<file path="src/design/tspfp_pkg.sv">
// Package with kinds, parse phases and field widths of the transport packet parser.
package tspfp_pkg;
    localparam int PacketBytesDefault = 188;
    localparam int KindW = 4;
    localparam int ValueW = 42;
    localparam int PhaseW = 5;

    localparam logic [KindW-1:0] K_HDR = 4'd0;
    localparam logic [KindW-1:0] K_AF = 4'd1;
    localparam logic [KindW-1:0] K_PCR = 4'd2;
    localparam logic [KindW-1:0] K_OPCR = 4'd3;
    localparam logic [KindW-1:0] K_SPLICE = 4'd4;
    localparam logic [KindW-1:0] K_PRIV_LEN = 4'd5;
    localparam logic [KindW-1:0] K_PRIV = 4'd6;
    localparam logic [KindW-1:0] K_EXT = 4'd7;
    localparam logic [KindW-1:0] K_LTW = 4'd8;
    localparam logic [KindW-1:0] K_RATE = 4'd9;
    localparam logic [KindW-1:0] K_SEAMLESS = 4'd10;
    localparam logic [KindW-1:0] K_PAYLOAD = 4'd11;
    localparam logic [KindW-1:0] K_END = 4'd12;
    localparam logic [KindW-1:0] K_SYNC_ERR = 4'd13;
    localparam logic [KindW-1:0] K_TEI_ERR = 4'd14;

    localparam logic [PhaseW-1:0] PH_IDLE = 5'd0;
    localparam logic [PhaseW-1:0] PH_HDR = 5'd1;
    localparam logic [PhaseW-1:0] PH_AF_LEN = 5'd2;
    localparam logic [PhaseW-1:0] PH_AF_FLAGS = 5'd3;
    localparam logic [PhaseW-1:0] PH_PCR = 5'd4;
    localparam logic [PhaseW-1:0] PH_OPCR = 5'd5;
    localparam logic [PhaseW-1:0] PH_SPLICE = 5'd6;
    localparam logic [PhaseW-1:0] PH_PRIV_LEN = 5'd7;
    localparam logic [PhaseW-1:0] PH_PRIV = 5'd8;
    localparam logic [PhaseW-1:0] PH_EXT_LEN = 5'd9;
    localparam logic [PhaseW-1:0] PH_EXT_FLAGS = 5'd10;
    localparam logic [PhaseW-1:0] PH_LTW = 5'd11;
    localparam logic [PhaseW-1:0] PH_RATE = 5'd12;
    localparam logic [PhaseW-1:0] PH_SEAMLESS = 5'd13;
    localparam logic [PhaseW-1:0] PH_EXT_RES = 5'd14;
    localparam logic [PhaseW-1:0] PH_STUFF = 5'd15;
    localparam logic [PhaseW-1:0] PH_PAYLOAD = 5'd16;
    localparam logic [PhaseW-1:0] PH_SKIP = 5'd17;
    localparam logic [PhaseW-1:0] PH_DROP = 5'd18;

    localparam logic [7:0] SyncByte = 8'h47;

    typedef struct packed {
        logic [KindW-1:0] kind;
        logic [ValueW-1:0] value;
        logic last;
    } result_t;

    typedef struct packed {
        logic [7:0] pos;
        logic [PhaseW-1:0] phase;
        logic [1:0] afc;
        logic [7:0] af_left;
        logic [4:0] af_flags;
        logic [2:0] ext_flags;
        logic [7:0] ext_left;
        logic [7:0] priv_left;
        logic [47:0] shift;
        logic [2:0] seen;
        logic dropped;
    } parse_state_t;
endpackage

</file>
<file path="src/design/tspfp_step.sv">
// Next-state and result logic for one packet byte.
module tspfp_step #(
    parameter int PACKET_BYTES = tspfp_pkg::PacketBytesDefault
) (
    input  tspfp_pkg::parse_state_t cur,
    input  logic [7:0]              data_byte,
    input  logic                    first_of_packet,
    output tspfp_pkg::parse_state_t nxt,
    output logic                    res_valid,
    output tspfp_pkg::result_t      res
);
    localparam logic [7:0] AfMax = 8'(PACKET_BYTES - 5);
    localparam logic [7:0] LastPos = 8'(PACKET_BYTES - 1);

    tspfp_pkg::parse_state_t s;
    logic done;
    logic run;
    logic [2:0] need;
    logic [47:0] sh;

    // Choose the next pending adaptation section.
    function automatic tspfp_pkg::parse_state_t af_next(input tspfp_pkg::parse_state_t st);
        tspfp_pkg::parse_state_t r;
        r = st;
        r.shift = '0;
        r.seen = '0;
        priority if (st.af_flags[4]) begin
            r.af_flags[4] = 1'b0; r.phase = tspfp_pkg::PH_PCR;
        end else if (st.af_flags[3]) begin
            r.af_flags[3] = 1'b0; r.phase = tspfp_pkg::PH_OPCR;
        end else if (st.af_flags[2]) begin
            r.af_flags[2] = 1'b0; r.phase = tspfp_pkg::PH_SPLICE;
        end else if (st.af_flags[1]) begin
            r.af_flags[1] = 1'b0; r.phase = tspfp_pkg::PH_PRIV_LEN;
        end else if (st.af_flags[0]) begin
            r.af_flags[0] = 1'b0; r.phase = tspfp_pkg::PH_EXT_LEN;
        end else begin
            r.phase = tspfp_pkg::PH_STUFF; r.shift = st.shift; r.seen = st.seen;
        end
        return r;
    endfunction

    function automatic tspfp_pkg::parse_state_t ext_next(input tspfp_pkg::parse_state_t st);
        tspfp_pkg::parse_state_t r;
        r = st;
        priority if (st.ext_left == 8'd0) begin
            r = af_next(st);
        end else if (st.ext_flags[2]) begin
            r.ext_flags[2] = 1'b0; r.phase = tspfp_pkg::PH_LTW; r.shift = '0; r.seen = '0;
        end else if (st.ext_flags[1]) begin
            r.ext_flags[1] = 1'b0; r.phase = tspfp_pkg::PH_RATE; r.shift = '0; r.seen = '0;
        end else if (st.ext_flags[0]) begin
            r.ext_flags[0] = 1'b0; r.phase = tspfp_pkg::PH_SEAMLESS; r.shift = '0; r.seen = '0;
        end else begin
            r.phase = tspfp_pkg::PH_EXT_RES;
        end
        return r;
    endfunction

    always_comb begin
        s = cur;
        done = 1'b0;
        need = 3'd5;
        sh = {cur.shift[39:0], data_byte};
        res_valid = 1'b0;
        res.kind = tspfp_pkg::K_END;
        res.value = '0;
        res.last = 1'b0;
        run = first_of_packet || (cur.phase != tspfp_pkg::PH_IDLE);
        if (first_of_packet) begin
            s = '0;
            s.phase = tspfp_pkg::PH_HDR;
            sh = {40'd0, data_byte};
        end
        unique case (s.phase)
            tspfp_pkg::PH_IDLE, tspfp_pkg::PH_SKIP, tspfp_pkg::PH_DROP: begin
            end
            tspfp_pkg::PH_HDR: begin
                if (s.pos == 8'd0) begin
                    if (data_byte != tspfp_pkg::SyncByte) begin
                        s.dropped = 1'b1; s.phase = tspfp_pkg::PH_DROP;
                        res_valid = 1'b1; res.kind = tspfp_pkg::K_SYNC_ERR;
                        res.value = 42'(data_byte);
                    end
                end else if (s.pos == 8'd1 && data_byte[7]) begin
                    s.dropped = 1'b1; s.phase = tspfp_pkg::PH_DROP;
                    res_valid = 1'b1; res.kind = tspfp_pkg::K_TEI_ERR;
                    res.value = 42'(data_byte);
                end else begin
                    s.shift = {24'd0, sh[23:0]};
                    if (s.pos >= 8'd3) begin
                        res_valid = 1'b1; res.kind = tspfp_pkg::K_HDR;
                        res.value = 42'(sh[23:0]);
                        s.afc = data_byte[5:4];
                        if (data_byte[5]) s.phase = tspfp_pkg::PH_AF_LEN;
                        else s.phase = data_byte[4] ? tspfp_pkg::PH_PAYLOAD
                                                    : tspfp_pkg::PH_SKIP;
                    end
                end
            end
            tspfp_pkg::PH_AF_LEN: begin
                s.af_left = (data_byte < AfMax) ? data_byte : AfMax;
                if (data_byte == 8'd0) begin
                    res_valid = 1'b1; res.kind = tspfp_pkg::K_AF; res.value = '0;
                    s.phase = s.afc[0] ? tspfp_pkg::PH_PAYLOAD : tspfp_pkg::PH_SKIP;
                end else begin
                    s.shift = {40'd0, data_byte}; s.phase = tspfp_pkg::PH_AF_FLAGS;
                end
            end
            tspfp_pkg::PH_PAYLOAD: begin
                res_valid = 1'b1; res.kind = tspfp_pkg::K_PAYLOAD;
                res.value = 42'(data_byte);
            end
            default: begin
                // Adaptation field body.
                unique case (s.phase)
                    tspfp_pkg::PH_AF_FLAGS: begin
                        res_valid = 1'b1; res.kind = tspfp_pkg::K_AF;
                        res.value = 42'({s.shift[7:0], data_byte});
                        s.af_flags = data_byte[4:0]; done = 1'b1;
                    end
                    tspfp_pkg::PH_PCR, tspfp_pkg::PH_OPCR: begin
                        s.shift = sh; s.seen = s.seen + 3'd1;
                        if (s.seen >= 3'd6) begin
                            res_valid = 1'b1;
                            res.kind = (s.phase == tspfp_pkg::PH_PCR) ? tspfp_pkg::K_PCR
                                                                     : tspfp_pkg::K_OPCR;
                            res.value = {sh[47:15], sh[8:0]};
                            done = 1'b1;
                        end
                    end
                    tspfp_pkg::PH_SPLICE: begin
                        res_valid = 1'b1; res.kind = tspfp_pkg::K_SPLICE;
                        res.value = 42'(data_byte); done = 1'b1;
                    end
                    tspfp_pkg::PH_PRIV_LEN: begin
                        res_valid = 1'b1; res.kind = tspfp_pkg::K_PRIV_LEN;
                        res.value = 42'(data_byte); s.priv_left = data_byte;
                        if (data_byte == 8'd0) done = 1'b1;
                        else s.phase = tspfp_pkg::PH_PRIV;
                    end
                    tspfp_pkg::PH_PRIV: begin
                        res_valid = 1'b1; res.kind = tspfp_pkg::K_PRIV;
                        res.value = 42'(data_byte);
                        if (s.priv_left != 8'd0) s.priv_left = s.priv_left - 8'd1;
                        done = (s.priv_left == 8'd0);
                    end
                    tspfp_pkg::PH_EXT_LEN: begin
                        if (data_byte == 8'd0) begin
                            res_valid = 1'b1; res.kind = tspfp_pkg::K_EXT;
                            res.value = '0; done = 1'b1;
                        end else begin
                            s.ext_left = data_byte; s.shift = {40'd0, data_byte};
                            s.phase = tspfp_pkg::PH_EXT_FLAGS;
                        end
                    end
                    tspfp_pkg::PH_EXT_FLAGS: begin
                        res_valid = 1'b1; res.kind = tspfp_pkg::K_EXT;
                        res.value = 42'({s.shift[7:0], data_byte});
                        s.ext_flags = data_byte[7:5];
                        if (s.ext_left != 8'd0) s.ext_left = s.ext_left - 8'd1;
                        s = ext_next(s);
                    end
                    tspfp_pkg::PH_LTW, tspfp_pkg::PH_RATE, tspfp_pkg::PH_SEAMLESS: begin
                        need = (s.phase == tspfp_pkg::PH_LTW) ? 3'd2 :
                               (s.phase == tspfp_pkg::PH_RATE) ? 3'd3 : 3'd5;
                        s.shift = sh; s.seen = s.seen + 3'd1;
                        if (s.ext_left != 8'd0) s.ext_left = s.ext_left - 8'd1;
                        if (s.seen >= need) begin
                            res_valid = 1'b1;
                            unique case (s.phase)
                                tspfp_pkg::PH_LTW: begin
                                    res.kind = tspfp_pkg::K_LTW;
                                    res.value = 42'(sh[15:0]);
                                end
                                tspfp_pkg::PH_RATE: begin
                                    res.kind = tspfp_pkg::K_RATE;
                                    res.value = 42'(sh[21:0]);
                                end
                                default: begin
                                    res.kind = tspfp_pkg::K_SEAMLESS;
                                    res.value = {5'd0, sh[39:36], sh[35:33], sh[31:17],
                                                 sh[15:1]};
                                end
                            endcase
                            s = ext_next(s);
                        end else if (s.ext_left == 8'd0) begin
                            done = 1'b1;
                        end
                    end
                    tspfp_pkg::PH_EXT_RES: begin
                        if (s.ext_left != 8'd0) s.ext_left = s.ext_left - 8'd1;
                        if (s.ext_left == 8'd0) done = 1'b1;
                    end
                    default: begin
                    end
                endcase
                if (s.af_left != 8'd0) s.af_left = s.af_left - 8'd1;
                if (s.af_left == 8'd0)
                    s.phase = s.afc[0] ? tspfp_pkg::PH_PAYLOAD : tspfp_pkg::PH_SKIP;
                else if (done) s = af_next(s);
            end
        endcase
        if (s.pos >= LastPos) begin
            s.phase = tspfp_pkg::PH_IDLE;
            s.pos = '0;
            if (!res_valid && !s.dropped) begin
                res_valid = 1'b1; res.kind = tspfp_pkg::K_END; res.value = '0;
            end
            res.last = res_valid;
        end else begin
            s.pos = s.pos + 8'd1;
        end
        if (!run) begin
            s = cur;
            res_valid = 1'b0;
        end
        nxt = s;
    end
endmodule

</file>
<file path="src/design/ts_packet_field_parser.sv">
// Latency: a byte's result appears on the master side the cycle after the byte is accepted.
// Throughput: one byte per cycle; s_tready drops only while the result register is
// full and stalled, a single register stage between the two sides.
// Reset: aresetn (synchronous, active low) returns the parser to waiting for a packet
// start and empties the result register.
module ts_packet_field_parser #(
    parameter int PACKET_BYTES = tspfp_pkg::PacketBytesDefault
) (
    input  logic        aclk,
    input  logic        aresetn,
    input  logic        s_tvalid,
    output logic        s_tready,
    input  logic [7:0]  s_tdata,   // [7:0] data_byte
    input  logic        s_tuser,   // first_of_packet
    output logic        m_tvalid,
    input  logic        m_tready,
    output logic [47:0] m_tdata,   // [41:0] field_value, zero fill above
    output logic [3:0]  m_tuser,   // [3:0] item_kind
    output logic        m_tlast    // last_of_packet
);
    tspfp_pkg::parse_state_t state_reg, state_next;
    tspfp_pkg::result_t res_reg, res_c;
    logic valid_reg, res_valid_c, take;

    tspfp_step #(.PACKET_BYTES(PACKET_BYTES)) u_step (
        .cur(state_reg), .data_byte(s_tdata), .first_of_packet(s_tuser),
        .nxt(state_next), .res_valid(res_valid_c), .res(res_c)
    );

    assign s_tready = !valid_reg || m_tready;
    assign take = s_tvalid && s_tready;

    always_ff @(posedge aclk) begin
        if (!aresetn) begin
            state_reg <= '0;
            valid_reg <= 1'b0;
        end else begin
            if (take) state_reg <= state_next;
            if (take) valid_reg <= res_valid_c;
            else if (m_tready) valid_reg <= 1'b0;
        end
        if (take) res_reg <= res_c;
    end

    assign m_tvalid = valid_reg;
    assign m_tdata = {6'd0, res_reg.value};
    assign m_tuser = res_reg.kind;
    assign m_tlast = res_reg.last;
endmodule

</file>
<file path="config.mk">
export PLATFORM = sky130hd
export DESIGN_NAME = ts_packet_field_parser
export DESIGN_NICKNAME = d
export VERILOG_FILES = /design/src/design/tspfp_pkg.sv /design/src/design/tspfp_step.sv /design/src/design/ts_packet_field_parser.sv
export SDC_FILE = /design/constraint.sdc
export NUM_CORES = 1
export LEC_CHECK = 0
export BUFFER_PORTS_ARGS = -buffer_cell sky130_fd_sc_hd__buf_2
export CAP_MARGIN = 30
export CORE_MARGIN = 2
export CORE_UTILIZATION = 30
export DETAILED_ROUTE_END_ITERATION = 10
export PLACE_DENSITY = 0.53
export SETUP_SLACK_MARGIN = 0.02
export SKIP_CTS_REPAIR_TIMING = 1
export SLEW_MARGIN = 20
export SYNTH_ARGS = -nofsm -noshare
export SYNTH_HDL_FRONTEND = slang
export SYNTH_SLANG_ARGS = --single-unit
export TNS_END_PERCENT = 100
</file>
<file path="constraint.sdc">
create_clock -name aclk -period 5.3 [get_ports aclk]
set_input_delay 1.06 -clock aclk [delete_from_list [all_inputs] [get_ports aclk]]
set_output_delay 1.06 -clock aclk [all_outputs]
set_load 0.02 [all_outputs]
</file>
==> qor.csv, run 1 <==
stage,metric,value,unit
pwr,leakagePower,3.77,nW
drt,routedWlPerCell,20.6,µm
setup_path,cp_data_arrival_time,4890,ps
setup_path,timing.rr.end,state_reg[37],
timing,fmax,219,MHz
layout,final_net_count,1182,
setup_path,required,5620,ps
layout,final_common_cell,nor2_1,
setup_path,crit_chain,"buf_4, inv_1, buf_4, nand2_1, ha_1, nor4b_1, o22ai_1, o41ai_1, nand3_1, o221ai_2, nand2_2, a21oi_4, a221oi_4, o21a_4, a22o_1",
floorplanning,die_area,32300,µm²
synth,ys.flop_type,dfxtp_1,
layout,largest_reg_flops,90,
layout,fillers,3213,
min_path,min-delay-start,state_reg[92],
place,portBuffers,61,
floorplanning,fp-row-count,64,
layout,final_core_util,34.4,%
drt,wl,32300,µm
synth,synth-seq-cells,138,
grt,overflow,0,
min_path,whs_path_depth,2,
floorplanning,die_x,180,µm
synth,synth_largest_area_cell,dfxtp_1,
run_status,status,finished clean,
timing,hold_viol_final,0,
synth,async_reset_ff_share,0,%
synth,syn_area_per_cell,8.13,µm²
synth,yosysWarnings,0,
floorplanning,num_io_pins,68,
timing,relSlewSlack,47.2,%
clock_network,clk_path_buf_depth,2,
pwr,power_density,275,nW/µm²
timing,worstMarginPinSlew,789,ps
layout,num_antenna_cells,0,
setup_path,slowest_stage,a21oi_4,
synth,synth_top_area_share,19.7,%
drt,vias,9320,
timing,maxSlewViolCount,0,
setup_path,cp-start-kind,input port,
flow_run,cap_viol_max_count,0,
clock_network,cts.clk_slew.worst_paths,60,ps
grt,grt_use_total,19.8,%
setup_path,max_stage_delay,580,ps
timing,tns,0,ps
setup_path,reg2regPathDepth,15,
synth,ys_seq_area_share,34.9,%
synth,synth_edf_count,47,
floorplanning,start_util,30.4,%
drt,drt_iter0_drc,1013,
drt,post-route-drc-count,0,
clock_network,insertion_delay,450,ps
layout,layout_common_cells,"120 x nor2_1, 94 x nand2_1, 91 x a21oi_1, 91 x dfxtp_1, 84 x o21ai_0",
timing,skew,14.8,ps
timing,fin_crit_sh,86.2,%
place,gp_congestion,0.918,
setup_path,cpMostUsedCell,buf_4,
synth,netlist-cell-type-count,91,
grt,antenna_found_initial,0,
timing,final.min_clock_period,4570,ps
clock_network,cts_made_buffers,17,
clock_network,cts_tree,yes,
setup_path,rrSetupSlack,760,ps
timing,rsz0062_at_grt,false,
clock_network,cts_root_buf,clkbuf_16,
floorplanning,die_y,180,µm
synth,synth_area,9260,µm²
setup_path,path_max_fanout,18,
clock_network,h-tree-depth,4,
grt,grt_pass1_wl,51400,µm
setup_path,end_kind,flip-flop,
min_path,holdPathEnd,state_reg[92],
setup_path,path_class,in -> reg,
drt,first_pass_iters,6,
layout,area_growth,13.3,%
min_path,hold_path.class,reg -> reg,
pwr,finalPower,0.00288,W
synth,synth_top_cells_by_area,"dfxtp_1 20%, edfxtp_1 15%, a22oi_1 5.0%",
clock_network,cts.sinks,138,
layout,drive_gt1_share,13.7,%
setup_path,rr_startpoint,state_reg[90],
timing,setup-violations-final,0,
grt,grt_start_max_net_pins,81,
grt,grt_pass1_vias,8936,
place,hpwlAfterDp,22200,µm
floorplanning,core_area,30500,µm²
drt,antenna_left,0,
drt,via_per_inst,5.96,
synth,syn_inst,1139,
pwr,ir_worst_vdd,0.000217,V
worst max-delay path by stage:
| stage | from | end | slack (ps) | cells after the start |
|---|---|---|---|---|
| 6_report | s_tuser | state_reg[37] | 730 | 15 |
| 5_1_grt | s_tuser | state_reg[32] | 480 | 15 |
| 4_1_cts | s_tuser | state_reg[37] | 830 | 15 |
| 3_5_place_dp | s_tuser | state_reg[36] | 390 | 15 |
| 3_3_place_gp | s_tuser | state_reg[43] | 510 | 15 |
| 2_1_floorplan | s_tuser | state_reg[39] | 100 | 22 |
kinds of logic after synthesis:
group	count (synthesis)	share of synthesized area [%]
AO/OA/AOI/OAI	456	35.0
XOR/XNOR	12	1.13
adder cells (fa/ha/maj)	14	1.88
buffers and inverters	127	5.67
flip-flops	138	34.9
multiplexers	11	1.22
other	1	0.0405
AND/OR/NAND/NOR	380	20.2
critical path: cells and delay by family:
family                   cells  cell delay, ps
AND/OR/NAND/NOR              4            1060
buffers and inverters        3             550
AO/OA/AOI/OAI                7            2000
adder cells (fa/ha/maj)      1             210
cell type report:
class / instances / area (µm²) / area share [%]
clock buffer: 18 / 429 / 4.09
clock inverter: 14 / 130 / 1.24
inverter: 26 / 97.6 / 0.930
multi-input combinational: 879 / 5540 / 52.8
sequential: 138 / 3230 / 30.8
tap: 396 / 495 / 4.72
timing repair buffer: 94 / 568 / 5.41
where the power goes:
part           switching, W  leakage (nW)  internal, W
clock network      0.000553         0.281     0.000622
registers         0.0000587          1.22      0.00114
logic              0.000345          2.27     0.000162
total              0.000957          3.77      0.00192
routing by layer:
layer	up-vias	part of all wire, %	global-route usage [%]
li1	4375	-	-
met1	4522	45	27.0
met4	0	2.9	7.45
met3	63	6.0	3.55
met5	-	0	0
met2	360	46	31.3
through the flow:
stage          hold slack, ps  instance area (µm²)  std cells  setup slack (ps)
6_report                  455                10500       1565               730
4_1_cts                   453                10500       1565               826
3_5_place_dp              444                 9940       1533               392
3_3_place_gp              445                 9930       1532               506
5_1_grt                   477                10500       1565               483
2_1_floorplan             432                 9290       1144              95.5
synth_stat cells (14+ instances only):
| master | n |
|---|---|
| inv_1 | 26 |
| edfxtp_1 | 47 |
| a21oi_1 | 91 |
| nor2b_1 | 26 |
| nand3_1 | 27 |
| clkbuf_1 | 75 |
| nand2_1 | 94 |
| a31oi_1 | 15 |
| nor2_1 | 122 |
| o21ai_0 | 84 |
| nor3_1 | 24 |
| dfxtp_1 | 91 |
| a22o_1 | 46 |
| o22a_1 | 14 |
| a22oi_1 | 62 |
Power figures use the tool's default switching activity.
==> run 2: changes to the inputs <==
--- a/config.mk
+++ b/config.mk
@@ -10,7 +10,7 @@
 export CORE_MARGIN = 2
 export CORE_UTILIZATION = 30
 export DETAILED_ROUTE_END_ITERATION = 10
-export PLACE_DENSITY = 0.53
+export PLACE_DENSITY = 0.51
 export SETUP_SLACK_MARGIN = 0.02
 export SKIP_CTS_REPAIR_TIMING = 1
 export SLEW_MARGIN = 20
==> constraint.sdc (replaced) <==
create_clock -name aclk -period 5.2 [get_ports aclk]
set_input_delay 1.04 -clock aclk [delete_from_list [all_inputs] [get_ports aclk]]
set_output_delay 1.04 -clock aclk [all_outputs]
set_load 0.02 [all_outputs]
==> qor.csv, run 2 (synthesized netlist as in run 1, its figures left out) <==
stage,metric,value,unit
run_status,status,finished clean,
timing,fmax,224,MHz
floorplanning,start_util,30.4,%
timing,hold_viol_final,0,
timing,setup-violations-final,0,
drt,routedWlPerCell,21.1,µm
drt,antenna_left,0,
timing,skew,20.1,ps
clock_network,clk_path_buf_depth,2,
drt,wl,33100,µm
floorplanning,die_area,32300,µm²
setup_path,crit_buf_inv,2,
layout,num_antenna_cells,0,
clock_network,insertion_delay,450,ps
setup_path,required,5520,ps
drt,post-route-drc-count,0,
pwr,pwr-share-clk,42.9,%
grt,overflow,0,
timing,relSlewSlack,40.0,%
min_path,hold_path.class,reg -> reg,
place,pre_cts_ws,401,ps
layout,largest_reg_flops,90,
timing,holdWs,452,ps
drt,drt_iter0_drc,954,
setup_path,max_stage_delay,740,ps
floorplanning,num_io_pins,68,
grt,antenna_found_initial,0,
layout,final_common_cell,nor2_1,
floorplanning,die_y,180,µm
min_path,min-delay-start,state_reg[92],
setup_path,end_kind,flip-flop,
clock_network,cts_made_buffers,17,
floorplanning,core_area,30500,µm²
timing,maxSlewViolCount,0,
pwr,power_density,288,nW/µm²
drt,first_pass_iters,5,
layout,fillers,3181,
place,gp_congestion,1.01,
pwr,swShare,32.3,%
setup_path,path_max_fanout,18,
pwr,combPwrFrac,17.1,%
timing,rsz0062_at_grt,false,
floorplanning,fp-row-count,64,
grt,grt_pass1_vias,8598,
setup_path,crit_start,state_reg[90],
drt,via_per_inst,6.03,
place,portBuffers,61,
layout,drive_gt1_share,14.0,%
timing,tns,0,ps
setup_path,cp_data_arrival_time,4780,ps
timing,fin_crit_sh,85.7,%
layout,layout_common_cells,"119 x nor2_1, 94 x nand2_1, 91 x a21oi_1, 91 x dfxtp_1, 84 x o21ai_0",
pwr,power_frac_seq,40.0,%
grt,grt_pass1_wl,51600,µm
setup_path,endpoint,state_reg[43],
setup_path,cp-start-kind,flip-flop,
timing,worstMarginPinSlew,892,ps
setup_path,slowest_stage,dfxtp_1,
setup_path,rr_startpoint,state_reg[90],
place,hpwlAfterDp,22700,µm
setup_path,path_class,reg -> reg,
setup_path,crit_chain,"nor2_1, nand2_1, nor2_2, nor2b_1, inv_1, ha_1, nor2_1, inv_1, a21oi_1, a31oi_1, o221ai_2, nand2_2, a21oi_4, a221oi_4, o21a_4, a22o_1",
grt,grt_start_max_net_pins,78,
timing,final.min_clock_period,4460,ps
pwr,p_sw,0.000985,W
layout,final_core_util,34.7,%
clock_network,cts.clk_slew.worst_paths,60,ps
setup_path,rrSetupSlack,740,ps
layout,area_growth,14.2,%
pwr,ir_worst_vdd,0.000226,V
timing,worst_slack,743,ps
clock_network,cts_root_buf,clkbuf_16,
pwr,p_int,0.00206,W
clock_network,h-tree-depth,4,
clock_network,cts_tree,yes,
flow_run,cap_viol_max_count,0,
place,dp.cells,1534,
setup_path,reg2regPathDepth,16,
pwr,leakagePower,3.80,nW
grt,grt_use_total,20.1,%
layout,final_net_count,1183,
setup_path,cp.depth,16,
setup_path,cp_top_family,compound AO/OA/AOI/OAI gates,
setup_path,timing.rr.end,state_reg[43],
layout,post_layout_nonfiller_instances,1566,
floorplanning,die_x,180,µm
drt,vias,9437,
clock_network,cts.sinks,138,
-- run 2: worst min-delay path, stage by stage, from the launching register on --
cell and delay [ps]:
dfxtp_1 310, nand2_1 50, a21oi_1 50
-- run 2: power groups by stage --
stage	registers, W	logic (W)	clock network [W]
5_1_grt	0.00123	0.000562	0.00138
6_report	0.00122	0.000521	0.00131
4_1_cts	0.00122	0.000515	0.00133
3_3_place_gp	0.00124	0.000511	0
3_5_place_dp	0.00124	0.000512	0
2_1_floorplan	0.00124	0.000352	0
-- run 2: metrics by stage --
| stage | area, µm² | total power, W |
|---|---|---|
| 3_3_place_gp | 9950 | 0.00175 |
| 3_5_place_dp | 9950 | 0.00175 |
| 2_1_floorplan | 9290 | 0.00159 |
| 4_1_cts | 10600 | 0.00307 |
| 5_1_grt | 10600 | 0.00317 |
| 6_report | 10600 | 0.00305 |
-- run 2: layout make-up --
class / instances / area [µm²] / share of cell area [%]
Clock buffer: 17 / 425 / 4.02
Clock inverter: 15 / 198 / 1.87
Inverter: 26 / 97.6 / 0.923
Multi-Input combinational cell: 879 / 5550 / 52.5
Sequential cell: 138 / 3230 / 30.6
Tap cell: 396 / 495 / 4.69
Timing Repair Buffer: 95 / 576 / 5.44
-- run 2: routing by layer --
layer / up-vias / part of all wire (%) / track usage (%)
li1: 4374 / - / -
met1: 4623 / 45 / 27.2
met2: 376 / 46 / 32.1
met3: 64 / 6.0 / 3.53
met4: 0 / 2.9 / 7.06
met5: - / 0 / 0
-- run 2: how the worst min path moves through the flow --
stage | cells after the start | to | slack (ps)
4_1_cts | 2 | state_reg[92] | 460
5_1_grt | 2 | state_reg[92] | 480
2_1_floorplan | 2 | state_reg[92] | 430
3_3_place_gp | 2 | state_reg[92] | 450
3_5_place_dp | 2 | state_reg[92] | 450
6_report | 2 | state_reg[92] | 450
